File: config.mk
export PLATFORM = sky130hd
export DESIGN_NAME = hermite_curve_segment_generator_top
export DESIGN_NICKNAME = d
export VERILOG_FILES = /design/src/rtl/core/hcsg_pkg.sv /design/src/rtl/core/hcsg_div.sv /design/src/rtl/core/hcsg_mac.sv /design/src/rtl/core/hermite_curve_segment_generator_top.sv
export SDC_FILE = /design/constraint.sdc
export NUM_CORES = 2
export LEC_CHECK = 0
export BUFFER_PORTS_ARGS = -buffer_cell sky130_fd_sc_hd__buf_4
export CAP_MARGIN = 0
export CORE_ASPECT_RATIO = 1.2
export CORE_UTILIZATION = 45
export CTS_CLUSTER_DIAMETER = 80
export DETAILED_ROUTE_END_ITERATION = 10
export GPL_TIMING_DRIVEN = 0
export HOLD_SLACK_MARGIN = 0.05
export PLACE_DENSITY = 0.63
export SLEW_MARGIN = 0
export SYNTH_ARGS = -nofsm -noshare
export SYNTH_HDL_FRONTEND = slang
export SYNTH_SLANG_ARGS = --single-unit
File: constraint.sdc
create_clock -name i_clk -period 11.2 [get_ports i_clk]
set_input_delay 3.36 -clock i_clk [delete_from_list [all_inputs] [get_ports i_clk]]
set_output_delay 3.36 -clock i_clk [all_outputs]
set_load 0.05 [all_outputs]
File: src/rtl/core/hcsg_pkg.sv
`timescale 1ns / 1ps
// ----------------------------------------------------------------------------
// Hermite curve segment generator package
// Widths, constants, sequencer states and control structs for the
// Hermite curve segment generator.
// ----------------------------------------------------------------------------
package hcsg_pkg;

    localparam int COORD_W   = 16;
    localparam int STEP_W    = 6;
    localparam int REM_W     = STEP_W + 1;
    localparam int T_W       = 17;
    localparam int FRAC_W    = 32;
    localparam int OPA_W     = 34;
    localparam int OPB_W     = 21;
    localparam int PROD_W    = OPA_W + OPB_W;
    localparam int ACC_W     = 56;
    localparam int SAT_W     = ACC_W - FRAC_W;
    localparam int DIV_STEPS = T_W;
    localparam int DIV_CNT_W = $clog2(DIV_STEPS + 1);

    localparam logic [STEP_W-1:0] MAX_STEPS = STEP_W'(63);
    localparam logic [STEP_W-1:0] MIN_STEPS = STEP_W'(1);
    localparam logic [T_W-1:0]    DIVIDEND  = {1'b1, {(T_W-1){1'b0}}};

    localparam logic [PROD_W-1:0] T3_HALF = PROD_W'(1) << 15;
    localparam logic signed [ACC_W-1:0] ROUND_HALF =
        {{(ACC_W-FRAC_W){1'b0}}, 1'b1, {(FRAC_W-1){1'b0}}};
    localparam logic signed [SAT_W-1:0] SAT_HI = SAT_W'(2**(COORD_W-1) - 1);
    localparam logic signed [SAT_W-1:0] SAT_LO = SAT_W'(-(2**(COORD_W-1)));

    typedef enum logic [3:0] {
        S_IDLE,
        S_DIV,
        S_SQ,
        S_CUBE,
        S_T3,
        S_TERM,
        S_DRAIN,
        S_ROUND,
        S_CLOSE
    } t_state;

    typedef struct packed {
        logic load;
        logic mul;
        logic acc;
        logic to_y;
    } t_mac_ctl;

endpackage

File: src/rtl/core/hcsg_div.sv
`timescale 1ns / 1ps
// ----------------------------------------------------------------------------
// Hermite step divider
// Restoring divider, one quotient bit per cycle: 2^16 divided by the step
// count, giving the per-step parameter increment and its remainder.
// ----------------------------------------------------------------------------
module hcsg_div (
    input  logic                          i_clk,
    input  logic                          i_rst_n,
    input  logic                          i_start,
    input  logic [hcsg_pkg::STEP_W-1:0]   i_den,
    output logic                          o_done,
    output logic [hcsg_pkg::T_W-1:0]      o_quot,
    output logic [hcsg_pkg::STEP_W-1:0]   o_rem
);
    import hcsg_pkg::*;

    logic                 r_busy;
    logic                 r_done;
    logic [DIV_CNT_W-1:0] r_cnt;
    logic [T_W-1:0]       r_dvd;
    logic [T_W-1:0]       r_quot;
    logic [STEP_W-1:0]    r_rem;

    logic [REM_W-1:0]     w_trial;
    logic [REM_W-1:0]     w_diff;
    logic                 w_ge;

    assign w_trial = {r_rem, r_dvd[T_W-1]};
    assign w_ge    = (w_trial >= {1'b0, i_den});
    assign w_diff  = w_trial - {1'b0, i_den};

    always_ff @(posedge i_clk) begin
        if (!i_rst_n) begin
            r_busy <= 1'b0;
            r_done <= 1'b0;
            r_cnt  <= '0;
        end else begin
            r_done <= 1'b0;
            if (i_start) begin
                r_busy <= 1'b1;
                r_cnt  <= DIV_CNT_W'(DIV_STEPS);
            end else if (r_busy) begin
                r_cnt <= r_cnt - DIV_CNT_W'(1);
                if (r_cnt == DIV_CNT_W'(1)) begin
                    r_busy <= 1'b0;
                    r_done <= 1'b1;
                end
            end
        end
    end

    always_ff @(posedge i_clk) begin
        if (i_start) begin
            r_dvd  <= DIVIDEND;
            r_quot <= '0;
            r_rem  <= '0;
        end else if (r_busy) begin
            r_dvd  <= {r_dvd[T_W-2:0], 1'b0};
            r_quot <= {r_quot[T_W-2:0], w_ge};
            r_rem  <= w_ge ? w_diff[STEP_W-1:0] : w_trial[STEP_W-1:0];
        end
    end

    assign o_done = r_done;
    assign o_quot = r_quot;
    assign o_rem  = r_rem;

    a_rem_below_den: assert property (@(posedge i_clk) disable iff (!i_rst_n)
        o_done |-> (o_rem < i_den))
        else $error("divider remainder not below divisor");

    a_busy_count: assert property (@(posedge i_clk) disable iff (!i_rst_n)
        r_busy |-> (r_cnt != '0))
        else $error("divider busy with empty count");

endmodule

File: src/rtl/core/hcsg_mac.sv
`timescale 1ns / 1ps
// ----------------------------------------------------------------------------
// Hermite multiply-accumulate unit
// Shared signed multiplier with registered product, feeding the x and y
// coordinate accumulators in the cycle after.
// ----------------------------------------------------------------------------
module hcsg_mac (
    input  logic                                i_clk,
    input  logic                                i_rst_n,
    input  hcsg_pkg::t_mac_ctl                  i_ctl,
    input  logic signed [hcsg_pkg::OPA_W-1:0]   i_a,
    input  logic signed [hcsg_pkg::OPB_W-1:0]   i_b,
    input  logic signed [hcsg_pkg::COORD_W-1:0] i_base_x,
    input  logic signed [hcsg_pkg::COORD_W-1:0] i_base_y,
    output logic signed [hcsg_pkg::PROD_W-1:0]  o_prod,
    output logic signed [hcsg_pkg::ACC_W-1:0]   o_acc_x,
    output logic signed [hcsg_pkg::ACC_W-1:0]   o_acc_y
);
    import hcsg_pkg::*;

    logic signed [PROD_W-1:0] r_prod;
    logic                     r_pend;
    logic                     r_pend_y;
    logic signed [ACC_W-1:0]  r_acc_x;
    logic signed [ACC_W-1:0]  r_acc_y;

    always_ff @(posedge i_clk) begin
        if (!i_rst_n) begin
            r_pend   <= 1'b0;
            r_pend_y <= 1'b0;
        end else begin
            r_pend   <= i_ctl.mul & i_ctl.acc;
            r_pend_y <= i_ctl.to_y;
        end
    end

    always_ff @(posedge i_clk) begin
        if (i_ctl.mul) begin
            r_prod <= i_a * i_b;
        end
    end

    always_ff @(posedge i_clk) begin
        if (i_ctl.load) begin
            r_acc_x <= {{(ACC_W-COORD_W-FRAC_W){i_base_x[COORD_W-1]}}, i_base_x,
                        {FRAC_W{1'b0}}};
            r_acc_y <= {{(ACC_W-COORD_W-FRAC_W){i_base_y[COORD_W-1]}}, i_base_y,
                        {FRAC_W{1'b0}}};
        end else if (r_pend) begin
            if (r_pend_y) begin
                r_acc_y <= r_acc_y + ACC_W'(r_prod);
            end else begin
                r_acc_x <= r_acc_x + ACC_W'(r_prod);
            end
        end
    end

    assign o_prod  = r_prod;
    assign o_acc_x = r_acc_x;
    assign o_acc_y = r_acc_y;

    a_load_no_pend: assert property (@(posedge i_clk) disable iff (!i_rst_n)
        i_ctl.load |-> !r_pend)
        else $error("accumulator load collides with pending product");

endmodule

File: src/rtl/core/hermite_curve_segment_generator_top.sv
`timescale 1ns / 1ps
// ----------------------------------------------------------------------------
// Hermite curve segment generator
// Samples a cubic Hermite curve at t = k/N, k = 0..N, and emits the N
// segments between neighboring samples plus a closing segment to the end.
// Each sample is built by passes through the one shared multiplier, and the
// divider runs once per word before the first sample. A new word is taken
// only while busy is low. Results cannot be stalled.
// Reset (synchronous, active low) returns the sequencer to idle.
// ----------------------------------------------------------------------------
module hermite_curve_segment_generator_top (
    input  logic                                i_clk,
    input  logic                                i_rst_n,
    input  logic                                start,
    output logic                                busy,
    input  logic signed [hcsg_pkg::COORD_W-1:0] i_start_x,
    input  logic signed [hcsg_pkg::COORD_W-1:0] i_start_y,
    input  logic signed [hcsg_pkg::COORD_W-1:0] i_end_x,
    input  logic signed [hcsg_pkg::COORD_W-1:0] i_end_y,
    input  logic signed [hcsg_pkg::COORD_W-1:0] i_tangent_start_x,
    input  logic signed [hcsg_pkg::COORD_W-1:0] i_tangent_start_y,
    input  logic signed [hcsg_pkg::COORD_W-1:0] i_tangent_end_x,
    input  logic signed [hcsg_pkg::COORD_W-1:0] i_tangent_end_y,
    input  logic [hcsg_pkg::STEP_W-1:0]         i_step_count,
    output logic                                o_seg_valid,
    output logic signed [hcsg_pkg::COORD_W-1:0] o_seg_from_x,
    output logic signed [hcsg_pkg::COORD_W-1:0] o_seg_from_y,
    output logic signed [hcsg_pkg::COORD_W-1:0] o_seg_to_x,
    output logic signed [hcsg_pkg::COORD_W-1:0] o_seg_to_y,
    output logic                                o_last_segment
);
    import hcsg_pkg::*;

    localparam logic [2:0] TERM_BY   = 3'd0;
    localparam logic [2:0] TERM_AX   = 3'd1;
    localparam logic [2:0] TERM_AY   = 3'd2;
    localparam logic [2:0] TERM_CX   = 3'd3;
    localparam logic [2:0] TERM_CY   = 3'd4;

    function automatic logic signed [OPB_W-1:0] coef_a(
        input logic signed [COORD_W-1:0] p0,
        input logic signed [COORD_W-1:0] p1,
        input logic signed [COORD_W-1:0] r0,
        input logic signed [COORD_W-1:0] r1
    );
        logic signed [OPB_W-1:0] d;
        d = OPB_W'(p0) - OPB_W'(p1);
        return (d <<< 1) + OPB_W'(r0) + OPB_W'(r1);
    endfunction

    function automatic logic signed [OPB_W-1:0] coef_b(
        input logic signed [COORD_W-1:0] p0,
        input logic signed [COORD_W-1:0] p1,
        input logic signed [COORD_W-1:0] r0,
        input logic signed [COORD_W-1:0] r1
    );
        logic signed [OPB_W-1:0] d;
        d = OPB_W'(p1) - OPB_W'(p0);
        return (d <<< 1) + d - (OPB_W'(r0) <<< 1) - OPB_W'(r1);
    endfunction

    function automatic logic signed [COORD_W-1:0] round_sat(
        input logic signed [ACC_W-1:0] acc
    );
        logic signed [ACC_W-1:0] s;
        logic signed [SAT_W-1:0] r;
        s = acc + ROUND_HALF;
        r = s[ACC_W-1:FRAC_W];
        if (r > SAT_HI) begin
            return SAT_HI[COORD_W-1:0];
        end else if (r < SAT_LO) begin
            return SAT_LO[COORD_W-1:0];
        end
        return r[COORD_W-1:0];
    endfunction

    t_state                    r_state;
    t_state                    n_state;

    logic signed [COORD_W-1:0] r_p0x, r_p0y, r_p1x, r_p1y;
    logic signed [COORD_W-1:0] r_cx, r_cy;
    logic signed [OPB_W-1:0]   r_ax, r_ay, r_bx, r_by;
    logic [STEP_W-1:0]         r_steps;
    logic [STEP_W-1:0]         r_k;
    logic [2:0]                r_cnt;
    logic [T_W-1:0]            r_q;
    logic [REM_W-1:0]          r_r;
    logic [T_W-1:0]            r_qinc;
    logic [REM_W-1:0]          r_rinc;
    logic [OPA_W-1:0]          r_t2;
    logic [OPA_W-1:0]          r_t3;
    logic signed [COORD_W-1:0] r_prev_x, r_prev_y;

    logic                      r_out_valid;
    logic signed [COORD_W-1:0] r_from_x, r_from_y, r_to_x, r_to_y;
    logic                      r_last;

    logic                      w_accept;
    logic [STEP_W-1:0]         w_steps;
    t_mac_ctl                  w_ctl;
    logic signed [OPA_W-1:0]   w_op_a;
    logic signed [OPB_W-1:0]   w_op_b;
    logic signed [PROD_W-1:0]  w_prod;
    logic signed [ACC_W-1:0]   w_acc_x, w_acc_y;
    logic [PROD_W-1:0]         w_t3_sum;
    logic signed [COORD_W-1:0] w_cur_x, w_cur_y;
    logic [REM_W:0]            w_rnext;
    logic [REM_W:0]            w_two_n;
    logic                      w_wrap;
    logic                      w_div_done;
    logic [T_W-1:0]            w_quot;
    logic [STEP_W-1:0]         w_rem;

    assign busy     = (r_state != S_IDLE);
    assign w_accept = start && !busy;

    always_comb begin
        if (i_step_count == '0) begin
            w_steps = MIN_STEPS;
        end else if (i_step_count > MAX_STEPS) begin
            w_steps = MAX_STEPS;
        end else begin
            w_steps = i_step_count;
        end
    end

    assign w_t3_sum = w_prod + T3_HALF;
    assign w_cur_x  = round_sat(w_acc_x);
    assign w_cur_y  = round_sat(w_acc_y);
    assign w_rnext  = {1'b0, r_r} + {1'b0, r_rinc};
    assign w_two_n  = {1'b0, r_steps, 1'b0};
    assign w_wrap   = (w_rnext >= w_two_n);

    hcsg_div u_div (
        .i_clk   (i_clk),
        .i_rst_n (i_rst_n),
        .i_start (w_accept),
        .i_den   (r_steps),
        .o_done  (w_div_done),
        .o_quot  (w_quot),
        .o_rem   (w_rem)
    );

    hcsg_mac u_mac (
        .i_clk    (i_clk),
        .i_rst_n  (i_rst_n),
        .i_ctl    (w_ctl),
        .i_a      (w_op_a),
        .i_b      (w_op_b),
        .i_base_x (r_p0x),
        .i_base_y (r_p0y),
        .o_prod   (w_prod),
        .o_acc_x  (w_acc_x),
        .o_acc_y  (w_acc_y)
    );

    always_ff @(posedge i_clk) begin
        if (!i_rst_n) begin
            r_state <= S_IDLE;
        end else begin
            r_state <= n_state;
        end
    end

    always_comb begin
        n_state = r_state;
        w_ctl   = '0;
        w_op_a  = OPA_W'(r_q);
        w_op_b  = OPB_W'(r_q);
        case (r_state)
            S_IDLE: begin
                if (start) begin
                    n_state = S_DIV;
                end
            end
            S_DIV: begin
                if (w_div_done) begin
                    n_state = S_SQ;
                end
            end
            S_SQ: begin
                w_ctl.load = 1'b1;
                w_ctl.mul  = 1'b1;
                n_state    = S_CUBE;
            end
            S_CUBE: begin
                w_ctl.mul = 1'b1;
                w_op_a    = w_prod[OPA_W-1:0];
                n_state   = S_T3;
            end
            S_T3: begin
                w_ctl.mul = 1'b1;
                w_ctl.acc = 1'b1;
                w_op_a    = r_t2;
                w_op_b    = r_bx;
                n_state   = S_TERM;
            end
            S_TERM: begin
                w_ctl.mul = 1'b1;
                w_ctl.acc = 1'b1;
                case (r_cnt)
                    TERM_BY: begin
                        w_ctl.to_y = 1'b1;
                        w_op_a     = r_t2;
                        w_op_b     = r_by;
                    end
                    TERM_AX: begin
                        w_op_a = r_t3;
                        w_op_b = r_ax;
                    end
                    TERM_AY: begin
                        w_ctl.to_y = 1'b1;
                        w_op_a     = r_t3;
                        w_op_b     = r_ay;
                    end
                    TERM_CX: begin
                        w_op_a = OPA_W'({r_q, 16'b0});
                        w_op_b = OPB_W'(r_cx);
                    end
                    TERM_CY: begin
                        w_ctl.to_y = 1'b1;
                        w_op_a     = OPA_W'({r_q, 16'b0});
                        w_op_b     = OPB_W'(r_cy);
                    end
                    default: begin
                        w_ctl = '0;
                    end
                endcase
                if (r_cnt == TERM_CY) begin
                    n_state = S_DRAIN;
                end
            end
            S_DRAIN: begin
                n_state = S_ROUND;
            end
            S_ROUND: begin
                if (r_k != '0 && r_k == r_steps) begin
                    n_state = S_CLOSE;
                end else begin
                    n_state = S_SQ;
                end
            end
            S_CLOSE: begin
                n_state = S_IDLE;
            end
            default: begin
                n_state = S_IDLE;
            end
        endcase
    end

    always_ff @(posedge i_clk) begin
        if (!i_rst_n) begin
            r_k   <= '0;
            r_cnt <= '0;
        end else begin
            if (w_accept) begin
                r_k <= '0;
            end else if (r_state == S_ROUND && !(r_k != '0 && r_k == r_steps)) begin
                r_k <= r_k + STEP_W'(1);
            end
            if (r_state == S_T3) begin
                r_cnt <= TERM_BY;
            end else if (r_state == S_TERM) begin
                r_cnt <= r_cnt + 3'd1;
            end
        end
    end

    always_ff @(posedge i_clk) begin
        if (w_accept) begin
            r_p0x   <= i_start_x;
            r_p0y   <= i_start_y;
            r_p1x   <= i_end_x;
            r_p1y   <= i_end_y;
            r_cx    <= i_tangent_start_x;
            r_cy    <= i_tangent_start_y;
            r_ax    <= coef_a(i_start_x, i_end_x, i_tangent_start_x, i_tangent_end_x);
            r_ay    <= coef_a(i_start_y, i_end_y, i_tangent_start_y, i_tangent_end_y);
            r_bx    <= coef_b(i_start_x, i_end_x, i_tangent_start_x, i_tangent_end_x);
            r_by    <= coef_b(i_start_y, i_end_y, i_tangent_start_y, i_tangent_end_y);
            r_steps <= w_steps;
        end
        if (r_state == S_DIV && w_div_done) begin
            r_qinc <= w_quot;
            r_rinc <= {w_rem, 1'b0};
            r_q    <= '0;
            r_r    <= {1'b0, r_steps};
        end else if (r_state == S_ROUND && !(r_k != '0 && r_k == r_steps)) begin
            if (w_wrap) begin
                r_r <= REM_W'(w_rnext - w_two_n);
                r_q <= r_q + r_qinc + T_W'(1);
            end else begin
                r_r <= w_rnext[REM_W-1:0];
                r_q <= r_q + r_qinc;
            end
        end
        if (r_state == S_CUBE) begin
            r_t2 <= w_prod[OPA_W-1:0];
        end
        if (r_state == S_T3) begin
            r_t3 <= w_t3_sum[OPA_W+15:16];
        end
        if (r_state == S_ROUND) begin
            r_prev_x <= w_cur_x;
            r_prev_y <= w_cur_y;
        end
    end

    always_ff @(posedge i_clk) begin
        if (!i_rst_n) begin
            r_out_valid <= 1'b0;
            r_last      <= 1'b0;
        end else begin
            r_out_valid <= (r_state == S_ROUND && r_k != '0) || (r_state == S_CLOSE);
            r_last      <= (r_state == S_CLOSE);
        end
    end

    always_ff @(posedge i_clk) begin
        if (r_state == S_ROUND) begin
            r_from_x <= r_prev_x;
            r_from_y <= r_prev_y;
            r_to_x   <= w_cur_x;
            r_to_y   <= w_cur_y;
        end else if (r_state == S_CLOSE) begin
            r_from_x <= r_prev_x;
            r_from_y <= r_prev_y;
            r_to_x   <= r_p1x;
            r_to_y   <= r_p1y;
        end
    end

    assign o_seg_valid    = r_out_valid;
    assign o_seg_from_x   = r_from_x;
    assign o_seg_from_y   = r_from_y;
    assign o_seg_to_x     = r_to_x;
    assign o_seg_to_y     = r_to_y;
    assign o_last_segment = r_last;

    a_strobe_source: assert property (@(posedge i_clk) disable iff (!i_rst_n)
        o_seg_valid |-> ($past(r_state) == S_ROUND || $past(r_state) == S_CLOSE))
        else $error("segment strobe outside emit states");

    a_last_to_end: assert property (@(posedge i_clk) disable iff (!i_rst_n)
        (o_seg_valid && o_last_segment) |-> (o_seg_to_x == r_p1x && o_seg_to_y == r_p1y))
        else $error("closing segment does not end at end point");

    a_k_range: assert property (@(posedge i_clk) disable iff (!i_rst_n)
        busy |-> (r_k <= r_steps))
        else $error("sample index beyond step count");

endmodule
==> results_dict.tcl <==
set metrics [dict create \
    status "finished clean" \
    place_area_sq_um 68700 \
    yosysTopAreaCell "fa_1" \
    hold_path_depth 0 \
    cts_tree "yes" \
    insertion_delay_ps 700 \
    fmax_mhz 91.5 \
    p_int_mw 5.10 \
    cellPowerDensity_nw_per_um2 105 \
    grt_max_degree 54 \
    grtUsageTotal_pct 30.5 \
    synth_cell_types 80 \
    async_flop_share_pct 0 \
    dp_cells 8865 \
    grt_pass1_wl_um 325000 \
    htree_levels 3 \
    die_area_sq_um 144000 \
    boundaryPins 204 \
    slew_viol_final 0 \
    avgSynthCellArea_sq_um 9.47 \
    routed_wl_um 218000 \
    area_growth_pct 11.4 \
    place_hpwl_um 180000 \
    r2r-start "r_cnt[2]" \
    final_cell_area_sq_um 71600 \
    clock-root-buffer "clkbuf_16" \
    synth.cell_area_sq_um 64300 \
    layout-drive-gt1-share_pct 7.36 \
    wl_per_cell_um 24.2 \
    cp.required_ps 11650 \
    clkPwrFrac_pct 33.5 \
    crit_path_frequent_cell "fa_1" \
    drt_iter0_markers 4400 \
    die_h_um 416 \
    cp-startpoint "r_cnt[2]" \
    crit_fanout 10 \
    synth_top_cell_area_share_pct 25.5 \
    antenna_found_initial 15 \
    startpoint_type "flip-flop" \
    p_comb_share_pct 29.0 \
    gp_congestion 1.01 \
    finalCriticalPeriod_ps 10930 \
    num-fill-cells 13200 \
    synth_commonest_cells "inv_1 (1240), fa_1 (818), nand2_1 (736)" \
    p_seq_share_pct 37.4 \
    yosysWarnings 0 \
    skew_ps 45.9 \
    finalSetupViolCount 0 \
    port_buffers 203 \
    hold_path_class "flip-flop to flip-flop" \
    p_sw_mw 2.40 \
    grt_remaining_overflow 0 \
    ir_worst_vdd_v 0.000138 \
    p_leak_nw 33.2 \
    core.rowCount 151 \
    fp.dieW_um 347 \
    synthTopCellsByArea "fa_1 (25%), edfxtp_1 (22%), ha_1 (8.8%)" \
    syn-num-nets 8195 \
    clockBufferDepth 3 \
    first_global_vias 51600 \
    drt_first_pass_iters 7 \
    critPathCaptureType "flip-flop" \
    rr_endpoint "u_mac.o_prod[54]" \
    whs_endpoint "o_seg_from_y[10]" \
    vias 50400 \
    clkTransAtPathRegs_ps 60 \
    r2r_setup_slack_ps 270 \
    min_from "r_prev_y[10]" \
    r2r_cells 35 \
    nets 8510 \
    slowest_delay_ps 630 \
    start_util_pct 45.4 \
    fin_cells 9003 \
    cp_slowest_cell "clkbuf_1" \
    switching_share_pct 32.0 \
    critPathKind "flip-flop to flip-flop" \
    synth_seq_cells 610 \
    hold_violations 0 \
    synth_most_common_cell "inv_1" \
    synthFlopType "edfxtp_1" \
    slew_headroom_pct 2.25 \
    yosysSeqAreaShare_pct 26.5 \
    vias_per_cell 5.60 \
    drc 0 \
    maxCapViolCount 0 \
    arrival_ps 11380 \
    netlist_instances 6788 \
    core_area_sq_um 142000 \
    cts_sinks 610 \
    post-route-period-util_pct 97.6 \
    ant_nets 0 \
    synth_edf_count 480 \
    worst_pin_slew_ps 1470 \
    cts_buffers 73 \
]
==> worst max-delay path by stage <==
stage / endpoint / slack, ps
floorplan: u_mac.o_prod[52] / 1010
global placement: u_mac.o_prod[52] / -2010
detailed placement: u_mac.o_prod[52] / -1660
CTS: u_mac.o_prod[52] / 2
global route: u_mac.o_prod[52] / -5
finish: u_mac.o_prod[54] / 270
==> timing repair <==
item | in CTS | in global routing
gates resized for setup | 84 | 83
cloned | 0 | 0
pin swaps | 0 | 2
setup buffers | 0 | 4
hold buffers | 0 | 0
endpoints found under the setup margin | 29 | 14
==> power by group through the flow <==
stage	clock network [mW]	registers, mW	logic (mW)
2_1_floorplan	0	2.83	1.59
5_1_grt	2.64	2.82	2.44
3_3_place_gp	0	2.87	2.10
3_5_place_dp	0	2.85	2.15
4_1_cts	2.56	2.81	2.18
6_report	2.51	2.81	2.18
==> sequential cells by signal (all words and copies together), names as in the netlist, 17 cells and up <==
signal and flops:
r_bx 21, r_ax 20, u_mac.o_acc_y 56, r_q 17, r_t2 34, u_mac.o_prod 55, r_by 21, r_qinc 17
r_t3 34, r_ay 20, u_div.o_quot 17, u_mac.o_acc_x 56
==> cell usage in the layout, fill, tap and decap left out, types with 48 or more instances in the layout <==
| cell type | n |
|---|---|
| buf_4 | 211 |
| nand3_1 | 103 |
| xnor2_1 | 242 |
| nor2b_1 | 66 |
| dfxtp_1 | 130 |
| clkbuf_16 | 74 |
| nand4_1 | 51 |
| and3_1 | 48 |
| edfxtp_1 | 480 |
| a21o_1 | 163 |
| inv_1 | 1240 |
| clkbuf_2 | 61 |
| xor2_1 | 157 |
| a21oi_1 | 290 |
| nor3_1 | 53 |
| fa_1 | 818 |
| clkbuf_1 | 176 |
| o21bai_1 | 50 |
| nand2_1 | 735 |
| o21ai_0 | 301 |
| ha_1 | 449 |
| nor2_1 | 503 |
| a22o_1 | 51 |
| nand2b_1 | 93 |
| and2_1 | 51 |
==> cell families (layout without fill, tap and decap cells) <==
logic type / after synthesis / count (layout) / synth area share [%]
XOR/XNOR: 399 / 399 / 5.44
AO/OA/AOI/OAI: 1209 / 1209 / 12.3
adder cells (fa/ha/maj): 1270 / 1270 / 34.3
buffers and inverters: 1489 / 1862 / 8.69
multiplexers: 35 / 35 / 0.557
AND/OR/NAND/NOR: 1776 / 1776 / 12.2
flip-flops: 610 / 610 / 26.5
other: 0 / 6 / 0
==> worst max-delay path: cells and delay by family (launching register included) <==
kind	cells	cell delay, ps
XOR/XNOR	1	240
buffers and inverters	8	1670
AO/OA/AOI/OAI	13	3550
adder cells (fa/ha/maj)	8	3960
flip-flops	1	480
AND/OR/NAND/NOR	5	790
==> final cells by class <==
type | count | area, sq um | share of cell area (%)
Multi-Input combinational cell | 4689 | 42100 | 58.7
Inverter | 1240 | 4650 | 6.50
Clock buffer | 92 | 1930 | 2.69
Sequential cell | 610 | 17000 | 23.8
Clock inverter | 41 | 587 | 0.819
Buffer | 244 | 1030 | 1.43
Tap cell | 1836 | 2300 | 3.21
Antenna cell | 6 | 15.0 | 0.0210
Timing Repair Buffer | 245 | 2030 | 2.83
==> per-layer routing <==
layer	GRT usage (%)	wire, um	vias to the layer above
met5	0	103	-
met4	19.5	16500	16
met3	5.14	15800	583
met2	50.1	101000	1989
met1	37.3	84100	25000
li1	-	-	22800
==> metrics by stage <==
stage	util, %	worst slack (ps)	power, mW	TNS [ps]	hold WS, ps
2_1_floorplan	-	1010	4.43	0	400
3_3_place_gp	48.1	-2010	4.97	-248610	404
3_5_place_dp	48.5	-1660	5.00	-22310	405
4_1_cts	50.5	2.28	7.55	0	419
5_1_grt	50.6	-4.64	7.91	-4.64	422
6_report	50.6	274	7.50	0	417
No activity file was read; power rests on OpenSTA's default activity.
